===== src/design/dcpe_pkg.sv =====
package dcpe_pkg;

  typedef struct packed {
    logic signed [15:0] velocity_mm_s;
    logic signed [15:0] radius_mm;
  } cmd_t;

  typedef struct packed {
    logic [7:0] packet_byte;
    logic       last_byte;
  } pkt_t;

  localparam int unsigned PROD_W    = 26;
  localparam int unsigned HALF_WB_W = 10;
  localparam int unsigned ADDR_W    = 3;

  localparam logic [HALF_WB_W-1:0] HALF_WB_RESET = 10'd115;
  localparam logic                 REG_HALF_WB   = 1'b0;

  typedef struct packed {
    logic [PROD_W-1:0] prod;
    logic [15:0]       vabs;
    logic [15:0]       dvsr;
    logic              neg;
    logic [15:0]       radius;
  } job_t;

  typedef struct packed {
    logic [15:0] speed;
    logic [15:0] radius;
  } frame_t;

  localparam logic [7:0] HDR0     = 8'hAA;
  localparam logic [7:0] HDR1     = 8'h55;
  localparam logic [7:0] LEN_BYTE = 8'h06;
  localparam logic [7:0] SUB0     = 8'h01;
  localparam logic [7:0] SUB1     = 8'h04;

  localparam logic [3:0] POS_HDR0 = 4'd0;
  localparam logic [3:0] POS_HDR1 = 4'd1;
  localparam logic [3:0] POS_LEN  = 4'd2;
  localparam logic [3:0] POS_SUB0 = 4'd3;
  localparam logic [3:0] POS_SUB1 = 4'd4;
  localparam logic [3:0] POS_SPL  = 4'd5;
  localparam logic [3:0] POS_SPH  = 4'd6;
  localparam logic [3:0] POS_RDL  = 4'd7;
  localparam logic [3:0] POS_RDH  = 4'd8;
  localparam logic [3:0] POS_CK   = 4'd9;

endpackage


===== src/design/dcpe_front.sv =====
module dcpe_front (
  input  logic                                clk,
  input  logic                                rst,
  input  logic [dcpe_pkg::HALF_WB_W-1:0]      half_wb,
  input  logic                                cmd_valid,
  output logic                                cmd_ready,
  input  dcpe_pkg::cmd_t                      cmd,
  output logic                                job_valid,
  input  logic                                job_ready,
  output dcpe_pkg::job_t                      job
);

  logic        vneg;
  logic        rzero;
  logic [15:0] vabs;
  logic [15:0] rabs;

  assign vneg  = cmd.velocity_mm_s[15];
  assign rzero = (cmd.radius_mm == 16'sd0);
  assign vabs  = vneg ? 16'(-cmd.velocity_mm_s) : 16'(cmd.velocity_mm_s);
  assign rabs  = cmd.radius_mm[15] ? 16'(-cmd.radius_mm) : 16'(cmd.radius_mm);

  assign cmd_ready = !job_valid || job_ready;

  always_ff @(posedge clk) begin
    if (rst) begin
      job_valid <= 1'b0;
    end else if (cmd_ready) begin
      job_valid <= cmd_valid;
    end
  end

  // A straight command divides zero by one, so the speed stays the velocity.
  always_ff @(posedge clk) begin
    if (cmd_valid && cmd_ready) begin
      job.prod   <= rzero ? '0 :
                    dcpe_pkg::PROD_W'(vabs) * dcpe_pkg::PROD_W'(half_wb);
      job.vabs   <= vabs;
      job.dvsr   <= rzero ? 16'd1 : rabs;
      job.neg    <= vneg;
      job.radius <= cmd.radius_mm;
    end
  end

endmodule


===== src/design/dcpe_div.sv =====
module dcpe_div (
  input  logic              clk,
  input  logic              rst,
  input  logic              job_valid,
  output logic              job_ready,
  input  dcpe_pkg::job_t    job,
  output logic              frm_valid,
  input  logic              frm_ready,
  output dcpe_pkg::frame_t  frm
);

  localparam logic [1:0]  ST_IDLE  = 2'd0;
  localparam logic [1:0]  ST_RUN   = 2'd1;
  localparam logic [1:0]  ST_DONE  = 2'd2;
  localparam logic [2:0]  STEP_LAST = 3'd7;
  localparam logic [16:0] POS_LIMIT = 17'd32767;
  localparam logic [16:0] NEG_LIMIT = 17'd32768;
  localparam logic [15:0] SAT_POS   = 16'h7FFF;
  localparam logic [15:0] SAT_NEG   = 16'h8000;

  logic [1:0]  state;
  logic [2:0]  cnt;
  logic [15:0] rem;
  logic [15:0] shq;
  logic [15:0] dvsr;
  logic [15:0] vabs;
  logic        neg;
  logic        ovf;
  logic [15:0] radius;

  logic        load;
  logic [16:0] t1;
  logic [16:0] t2;
  logic [16:0] d1;
  logic [16:0] d2;
  logic        ge1;
  logic        ge2;
  logic [15:0] r1;
  logic [15:0] rem_next;
  logic [16:0] sum;
  logic [16:0] nsum;

  assign job_ready = (state == ST_IDLE) || ((state == ST_DONE) && frm_ready);
  assign load      = job_valid && job_ready;
  assign frm_valid = (state == ST_DONE);

  // Two restoring division steps per cycle.
  always_comb begin
    t1       = {rem, shq[15]};
    d1       = t1 - {1'b0, dvsr};
    ge1      = (t1 >= {1'b0, dvsr});
    r1       = ge1 ? d1[15:0] : t1[15:0];
    t2       = {r1, shq[14]};
    d2       = t2 - {1'b0, dvsr};
    ge2      = (t2 >= {1'b0, dvsr});
    rem_next = ge2 ? d2[15:0] : t2[15:0];
  end

  always_comb begin
    sum  = {1'b0, vabs} + {1'b0, shq};
    nsum = -sum;
    frm.radius = radius;
    if (neg) begin
      frm.speed = (ovf || (sum > NEG_LIMIT)) ? SAT_NEG : nsum[15:0];
    end else begin
      frm.speed = (ovf || (sum > POS_LIMIT)) ? SAT_POS : sum[15:0];
    end
  end

  always_ff @(posedge clk) begin
    if (rst) begin
      state <= ST_IDLE;
      cnt   <= '0;
    end else begin
      case (state)
        ST_IDLE: begin
          if (load) begin
            state <= ST_RUN;
            cnt   <= '0;
          end
        end
        ST_RUN: begin
          cnt <= cnt + 3'd1;
          if (cnt == STEP_LAST) begin
            state <= ST_DONE;
          end
        end
        ST_DONE: begin
          if (load) begin
            state <= ST_RUN;
            cnt   <= '0;
          end else if (frm_ready) begin
            state <= ST_IDLE;
          end
        end
        default: begin
          state <= ST_IDLE;
        end
      endcase
    end
  end

  always_ff @(posedge clk) begin
    if (load) begin
      ovf    <= ({6'b0, job.prod} >= {job.dvsr, 16'h0000});
      rem    <= 16'(job.prod[dcpe_pkg::PROD_W-1:16]);
      shq    <= job.prod[15:0];
      dvsr   <= job.dvsr;
      vabs   <= job.vabs;
      neg    <= job.neg;
      radius <= job.radius;
    end else if (state == ST_RUN) begin
      rem <= rem_next;
      shq <= {shq[13:0], ge1, ge2};
    end
  end

endmodule


===== src/design/dcpe_queue.sv =====
module dcpe_queue #(
  parameter int unsigned DEPTH = 2
) (
  input  logic              clk,
  input  logic              rst,
  input  logic              wr_valid,
  output logic              wr_ready,
  input  dcpe_pkg::frame_t  wr_data,
  output logic              rd_valid,
  input  logic              rd_ready,
  output dcpe_pkg::frame_t  rd_data
);

  localparam int unsigned PTR_W = $clog2(DEPTH);
  localparam int unsigned CNT_W = $clog2(DEPTH + 1);

  dcpe_pkg::frame_t mem [DEPTH];

  logic [PTR_W-1:0] wr_ptr;
  logic [PTR_W-1:0] rd_ptr;
  logic [CNT_W-1:0] cnt;
  logic             push;
  logic             pop;

  assign wr_ready = (cnt != CNT_W'(DEPTH));
  assign rd_valid = (cnt != '0);
  assign rd_data  = mem[rd_ptr];
  assign push     = wr_valid && wr_ready;
  assign pop      = rd_valid && rd_ready;

  always_ff @(posedge clk) begin
    if (rst) begin
      wr_ptr <= '0;
      rd_ptr <= '0;
      cnt    <= '0;
    end else begin
      if (push) begin
        wr_ptr <= (wr_ptr == PTR_W'(DEPTH - 1)) ? '0 : wr_ptr + 1'b1;
      end
      if (pop) begin
        rd_ptr <= (rd_ptr == PTR_W'(DEPTH - 1)) ? '0 : rd_ptr + 1'b1;
      end
      if (push && !pop) begin
        cnt <= cnt + 1'b1;
      end else if (pop && !push) begin
        cnt <= cnt - 1'b1;
      end
    end
  end

  always_ff @(posedge clk) begin
    if (push) begin
      mem[wr_ptr] <= wr_data;
    end
  end

endmodule


===== src/design/dcpe_back.sv =====
module dcpe_back (
  input  logic              clk,
  input  logic              rst,
  input  logic              frm_valid,
  output logic              frm_ready,
  input  dcpe_pkg::frame_t  frm,
  output logic              pkt_valid,
  input  logic              pkt_ready,
  output dcpe_pkg::pkt_t    pkt
);

  logic        busy;
  logic [3:0]  pos;
  logic [15:0] speed;
  logic [15:0] radius;
  logic        adv;
  logic        last_pos;
  logic [7:0]  ck;
  logic [7:0]  byte_sel;

  assign adv       = busy && (!pkt_valid || pkt_ready);
  assign last_pos  = (pos == dcpe_pkg::POS_CK);
  assign frm_ready = !busy || (adv && last_pos);

  assign ck = dcpe_pkg::LEN_BYTE ^ dcpe_pkg::SUB0 ^ dcpe_pkg::SUB1 ^
              speed[7:0] ^ speed[15:8] ^ radius[7:0] ^ radius[15:8];

  always_comb begin
    case (pos)
      dcpe_pkg::POS_HDR0: byte_sel = dcpe_pkg::HDR0;
      dcpe_pkg::POS_HDR1: byte_sel = dcpe_pkg::HDR1;
      dcpe_pkg::POS_LEN:  byte_sel = dcpe_pkg::LEN_BYTE;
      dcpe_pkg::POS_SUB0: byte_sel = dcpe_pkg::SUB0;
      dcpe_pkg::POS_SUB1: byte_sel = dcpe_pkg::SUB1;
      dcpe_pkg::POS_SPL:  byte_sel = speed[7:0];
      dcpe_pkg::POS_SPH:  byte_sel = speed[15:8];
      dcpe_pkg::POS_RDL:  byte_sel = radius[7:0];
      dcpe_pkg::POS_RDH:  byte_sel = radius[15:8];
      dcpe_pkg::POS_CK:   byte_sel = ck;
      default:            byte_sel = '0;
    endcase
  end

  always_ff @(posedge clk) begin
    if (rst) begin
      busy      <= 1'b0;
      pos       <= dcpe_pkg::POS_HDR0;
      pkt_valid <= 1'b0;
    end else begin
      if (frm_valid && frm_ready) begin
        busy <= 1'b1;
        pos  <= dcpe_pkg::POS_HDR0;
      end else if (adv) begin
        pos <= pos + 4'd1;
        if (last_pos) begin
          busy <= 1'b0;
        end
      end
      if (adv) begin
        pkt_valid <= 1'b1;
      end else if (pkt_ready) begin
        pkt_valid <= 1'b0;
      end
    end
  end

  always_ff @(posedge clk) begin
    if (frm_valid && frm_ready) begin
      speed  <= frm.speed;
      radius <= frm.radius;
    end
    if (adv) begin
      pkt.packet_byte <= byte_sel;
      pkt.last_byte   <= last_pos;
    end
  end

endmodule


===== src/design/drive_command_packet_encoder.sv =====
// Channel  Dir  Handshake                      Payload
// cmd      in   cmd_valid / cmd_ready          dcpe_pkg::cmd_t (velocity, radius)
// pkt      out  pkt_valid / pkt_ready          dcpe_pkg::pkt_t (frame byte, last flag)
// apb      in   psel, penable, pwrite, pready  half_wheelbase_mm at byte address 0
//
// Each command yields ten byte transfers, one per cycle while pkt_ready is high,
// so in steady state the byte serializer sets how often a new command is taken.
// The speed divider takes one command at a time: a load and then eight two-bit steps.
// Synchronous reset clears all handshake state and restores half_wheelbase_mm to 115.
// A stall on pkt backs up through a two-entry frame queue to cmd_ready.
module drive_command_packet_encoder #(
  parameter int unsigned QUEUE_DEPTH = 2
) (
  input  logic                          clk,
  input  logic                          rst,
  input  logic                          psel,
  input  logic                          penable,
  input  logic                          pwrite,
  input  logic [dcpe_pkg::ADDR_W-1:0]   paddr,
  input  logic [31:0]                   pwdata,
  output logic [31:0]                   prdata,
  output logic                          pready,
  input  logic                          cmd_valid,
  output logic                          cmd_ready,
  input  dcpe_pkg::cmd_t                cmd,
  output logic                          pkt_valid,
  input  logic                          pkt_ready,
  output dcpe_pkg::pkt_t                pkt
);

  logic [dcpe_pkg::HALF_WB_W-1:0] half_wb;
  logic                           cfg_wr;

  logic              job_valid;
  logic              job_ready;
  dcpe_pkg::job_t    job;
  logic              dq_valid;
  logic              dq_ready;
  dcpe_pkg::frame_t  dq_frame;
  logic              qb_valid;
  logic              qb_ready;
  dcpe_pkg::frame_t  qb_frame;

  assign pready = 1'b1;
  assign cfg_wr = psel && penable && pwrite && pready;
  assign prdata = (paddr[2] == dcpe_pkg::REG_HALF_WB) ? 32'(half_wb) : '0;

  always_ff @(posedge clk) begin
    if (rst) begin
      half_wb <= dcpe_pkg::HALF_WB_RESET;
    end else if (cfg_wr && (paddr[2] == dcpe_pkg::REG_HALF_WB)) begin
      half_wb <= pwdata[dcpe_pkg::HALF_WB_W-1:0];
    end
  end

  dcpe_front u_front (
    .clk       (clk),
    .rst       (rst),
    .half_wb   (half_wb),
    .cmd_valid (cmd_valid),
    .cmd_ready (cmd_ready),
    .cmd       (cmd),
    .job_valid (job_valid),
    .job_ready (job_ready),
    .job       (job)
  );

  dcpe_div u_div (
    .clk       (clk),
    .rst       (rst),
    .job_valid (job_valid),
    .job_ready (job_ready),
    .job       (job),
    .frm_valid (dq_valid),
    .frm_ready (dq_ready),
    .frm       (dq_frame)
  );

  dcpe_queue #(
    .DEPTH (QUEUE_DEPTH)
  ) u_queue (
    .clk      (clk),
    .rst      (rst),
    .wr_valid (dq_valid),
    .wr_ready (dq_ready),
    .wr_data  (dq_frame),
    .rd_valid (qb_valid),
    .rd_ready (qb_ready),
    .rd_data  (qb_frame)
  );

  dcpe_back u_back (
    .clk       (clk),
    .rst       (rst),
    .frm_valid (qb_valid),
    .frm_ready (qb_ready),
    .frm       (qb_frame),
    .pkt_valid (pkt_valid),
    .pkt_ready (pkt_ready),
    .pkt       (pkt)
  );

endmodule


===== config.mk =====
export PLATFORM = sky130hd
export DESIGN_NAME = drive_command_packet_encoder
export DESIGN_NICKNAME = d
export VERILOG_FILES = /design/src/design/dcpe_pkg.sv /design/src/design/dcpe_front.sv /design/src/design/dcpe_div.sv /design/src/design/dcpe_queue.sv /design/src/design/dcpe_back.sv /design/src/design/drive_command_packet_encoder.sv
export SDC_FILE = /design/constraint.sdc
export NUM_CORES = 1
export LEC_CHECK = 0
export ABC_AREA = 1
export BUFFER_PORTS_ARGS = -buffer_cell sky130_fd_sc_hd__buf_2
export CELL_PAD_IN_SITES_DETAIL_PLACEMENT = 1
export CELL_PAD_IN_SITES_GLOBAL_PLACEMENT = 2
export CORE_ASPECT_RATIO = 0.75
export CORE_MARGIN = 5
export CORE_UTILIZATION = 40
export CTS_BUF_LIST = sky130_fd_sc_hd__clkbuf_2
export CTS_CLUSTER_SIZE = 14
export DETAILED_ROUTE_END_ITERATION = 8
export PLACE_DENSITY_LB_ADDON = 0.1
export SLEW_MARGIN = 40
export SYNTH_ARGS = -nofsm -noshare
export SYNTH_HDL_FRONTEND = slang
export SYNTH_SLANG_ARGS = --single-unit
export TNS_END_PERCENT = 30

===== constraint.sdc =====
create_clock -name clk -period 8.9 [get_ports clk]
set_input_delay 1.78 -clock clk [delete_from_list [all_inputs] [get_ports clk]]
set_output_delay 1.78 -clock clk [all_outputs]
set_load 0.01 [all_outputs]

==> summary.txt <==
Outcome
  • Outcome: finished clean

Synthesis
  • Number of distinct library cells after synthesis: 53
  • Async S/R FF share, synth: 0%
  • Cell type with the largest total area after synthesis: edfxtp_1
  • Number of standard cells after synthesis: 2316
  • Top post-synthesis cells by area: edfxtp_1 (38%), nand2_1 (11%), fa_1 (11%)
  • Synth top area share: 37.7%
  • Synthesized flop and latch total: 288
  • Number of synthesized flops with an enable pin: 256
  • Predominant post-synthesis flop cell: edfxtp_1
  • Synth warnings: 0
  • Syn Area/Cell: between 8 and 9 um^2
  • Cell area after synthesis: approximately 20000 um^2
  • Seq/Total Area, Yosys: 40.9%

Timing
  • Maximum clock frequency: around 0.13 GHz
  • Max-slew violations: 0
  • Total negative slack: 0 ns
  • Time the worst path needs with I/O delays and setup: 7.59 ns
  • Setup Viol. Count Final: 0
  • RSZ-0062 raised after global routing: false
  • Slew margin rel.: 44.7%
  • Final Hold Violating Endpoints: 0
  • Fin Clk Skew: 0.115 ns
  • Measured slew at the worst slew-check pin: 0.828 ns
  • Tcrit/Tclk final: 85.3%

Global routing
  • GR Util met3: about 3.3%
  • Antenna violations before repair: 1
  • Leftover overflow at the end of global routing: 0
  • Met1 global-route usage: 32.0%
  • Largest net degree at the start of global routing: between 70 and 80
  • Via count of the first global-routing pass: 17206
  • Most Used Layer, Global Route: met2
  • Met2 routing resource usage after global routing: roughly 33%
  • Global-route wire length before repair: 94400 um
  • Overall fraction of global-route tracks in use: 21.4%

Layout
  • Fraction of layout instances using a drive strength above 1: 11.1%
  • Non-filler cells, final: 3149
  • Utilization after layout: 44.1%
  • Post-layout nets: 2750
  • Area added between synthesis and finish: 8.76%
  • Total of fill cells in the finished design: 6041

Place
  • Number of input and output port buffers inserted: 70
  • Routability-driven placement congestion ratio: 0.854
  • Number of placed instances, taps included: 3012
  • Post-DP HPWL: 45300 um

Route
  • WL per Instance: about 18 um
  • Routed wire length: 58100 um
  • Total via count after detailed routing: 16043
  • Number of remaining DRC errors: 0
  • Average via count per standard cell: 5.09
  • Number of antenna-violating nets in the routed design: 0
  • First DRT Iteration DRCs: 930
  • DR pass1 iterations: 5

Clock network
  • Number of clock buffers inserted by TritonCTS: between 70 and 80
  • Number of buffers on the longest clock path: 3
  • CTS Sinks: 288
  • Clock tree from TritonCTS: built
  • Number of post-CTS setup repair buffers: 0
  • Reg clk slew, reported paths: between 0.1 and 0.15 ns
  • # resized after CTS: 0
  • Later-pin clock latency in the skew report: 0.99 ns
  • # hold bufs at CTS: 0
  • Number of H-tree branching levels: 3
  • Root buffer cell: clkbuf_2

Setup path
  • Largest fanout on the critical path: 7
  • Critical Path RT: 9.63 ns
  • Most common cell type on the critical path: nand2_1
  • Largest stage delay on the critical path: between 0.5 and 0.6 ns
  • Kind of start point of the critical path: input port
  • Kind of critical path: input port to flop
  • Worst-path cell with the longest stage delay: fa_1
  • Critical path arrival: between 8 and 9 ns
  • Critical path endpoint category: flop

Power and ir drop
  • Largest voltage drop on the vdd net: about 0.15 mV
  • PD cells: roughly 310 nW/um^2
  • Cell leakage power: 10.4 nW

Floorplanning
  • Die height: between 200 and 250 um
  • Horizontal extent of the die: around 270 um
  • I/O pin count: between 100 and 150
  • Count of standard-cell rows: 71
  • Area of the die: 55600 um^2
  • Placeable core region: approximately 50000 um^2
  • Starting Density: 40.5%

Hold path
  • Worst Hold Class: flop to flop

Run
  • Max-capacitance violation count: 0
-- cell type report --
| type | instances | area [um^2] | area share (%) |
|---|---|---|---|
| tap | 657 | 822 | 3.71 |
| sequential | 288 | 8330 | 37.6 |
| multi-input combinational | 1626 | 10500 | 47.2 |
| antenna | 1 | 2.50 | 0.0113 |
| timing repair buffer | 91 | 512 | 2.31 |
| inverter | 350 | 1320 | 5.94 |
| clock inverter | 22 | 153 | 0.689 |
| clock buffer | 114 | 571 | 2.58 |
-- through the flow --
stage	setup slack [ns]	instance area, um^2	hold WS [ns]	total power, mW
3_5_place_dp	0.366	21400	0.406	5.80
5_1_grt	0.865	22200	0.400	7.46
6_report	1.31	22200	0.393	6.76
4_1_cts	1.49	22200	0.392	6.83
3_3_place_gp	0.455	21400	0.401	5.71
2_1_floorplan	1.25	20500	0.400	4.77
-- final timing paths --
| path | start | to | slack (ns) | cells after the start |
|---|---|---|---|---|
| min | u_div.radius[13] | u_queue.mem[1][13] | 0.39 | 0 |
| min reg2reg | u_div.radius[13] | u_queue.mem[1][13] | 0.39 | 0 |
| max | cmd[16] | u_front.job[72] | 1.31 | 32 |
| max reg2reg | half_wb[4] | u_front.job[72] | 2.96 | 20 |
-- registers in the layout (all words and copies together) (netlist names), 2 cells and up --
name and cells:
u_front.job 75, u_queue.mem 64, u_back.radius 16, u_back.speed 16, u_div.dvsr 16, u_div.radius 16, u_div.rem 16, u_div.shq 16
u_div.vabs 16, half_wb 10, u_back.pkt 9, u_back.pos 4, u_div.cnt 3, u_div.state 2, u_queue.cnt 2
-- critical path: cells and delay by family --
family	cells	cell delay, ns
AND/OR/NAND/NOR	12	1.52
buffers and inverters	7	0.61
adder cells (fa/ha/maj)	7	3.06
AO/OA/AOI/OAI	5	0.80
XOR/XNOR	1	0.52
-- cells in the mapped netlist, drive strengths merged (2+ instances only) --
library cell,instances
a21boi,4
o21bai,2
or2,12
a21o,6
ha,130
o211ai,5
a22o,3
a211oi,4
o21ai,88
xor2,34
clkbuf,39
nor2,220
fa,113
inv,346
nand3,98
nor3b,2
nor4,6
clkinv,4
nor3,24
edfxtp,256
o21a,3
nand3b,11
and2,3
a21oi,104
conb,2
a221oi,7
nand2,631
buf,34
dfxtp,32
nand4,47
xnor2,40
-- cells by family (layout without fill, tap and decap cells) --
| group | Yosys count | count (layout) | synth area share [%] |
|---|---|---|---|
| simple gates | 1055 | 1055 | 22.2 |
| compound gates | 231 | 231 | 6.23 |
| buf+inv | 423 | 577 | 8.34 |
| other cells | 2 | 24 | 0.0369 |
| xor+xnor | 74 | 74 | 3.22 |
| flops | 288 | 288 | 40.9 |
| fa+ha+maj | 243 | 243 | 19.1 |
-- layer usage --
metal | part of all wire (%) | wire length, um | vias up
met5 | 0 | 0 | -
met1 | 51 | 29600 | 8017
met2 | 44 | 25700 | 244
li1 | - | - | 7742
met3 | 3.8 | 2190 | 40
met4 | 1.0 | 580 | 0
-- cell usage in the layout (no fill, tap or decap), types with 23 or more instances in the layout --
cell	Yosys	routed
nand2_1	616	616
inv_1	340	338
edfxtp_1	256	256
nor2_1	214	211
ha_1	130	130
clkbuf_2	0	114
fa_1	113	113
a21oi_1	104	103
nand3_1	96	96
o21ai_0	85	85
buf_2	5	70
nand4_1	43	43
xnor2_1	40	40
xor2_1	33	33
dfxtp_1	32	31
conb_1	2	23
-- power by group --
group	leakage (nW)	internal (mW)	switching [mW]	total (mW)
sequential	2.67	1.86	0.180	2.04
clock	0.542	0.400	0.586	0.986
combinational	7.20	1.33	2.40	3.73
Power figures use the tool's default switching activity.
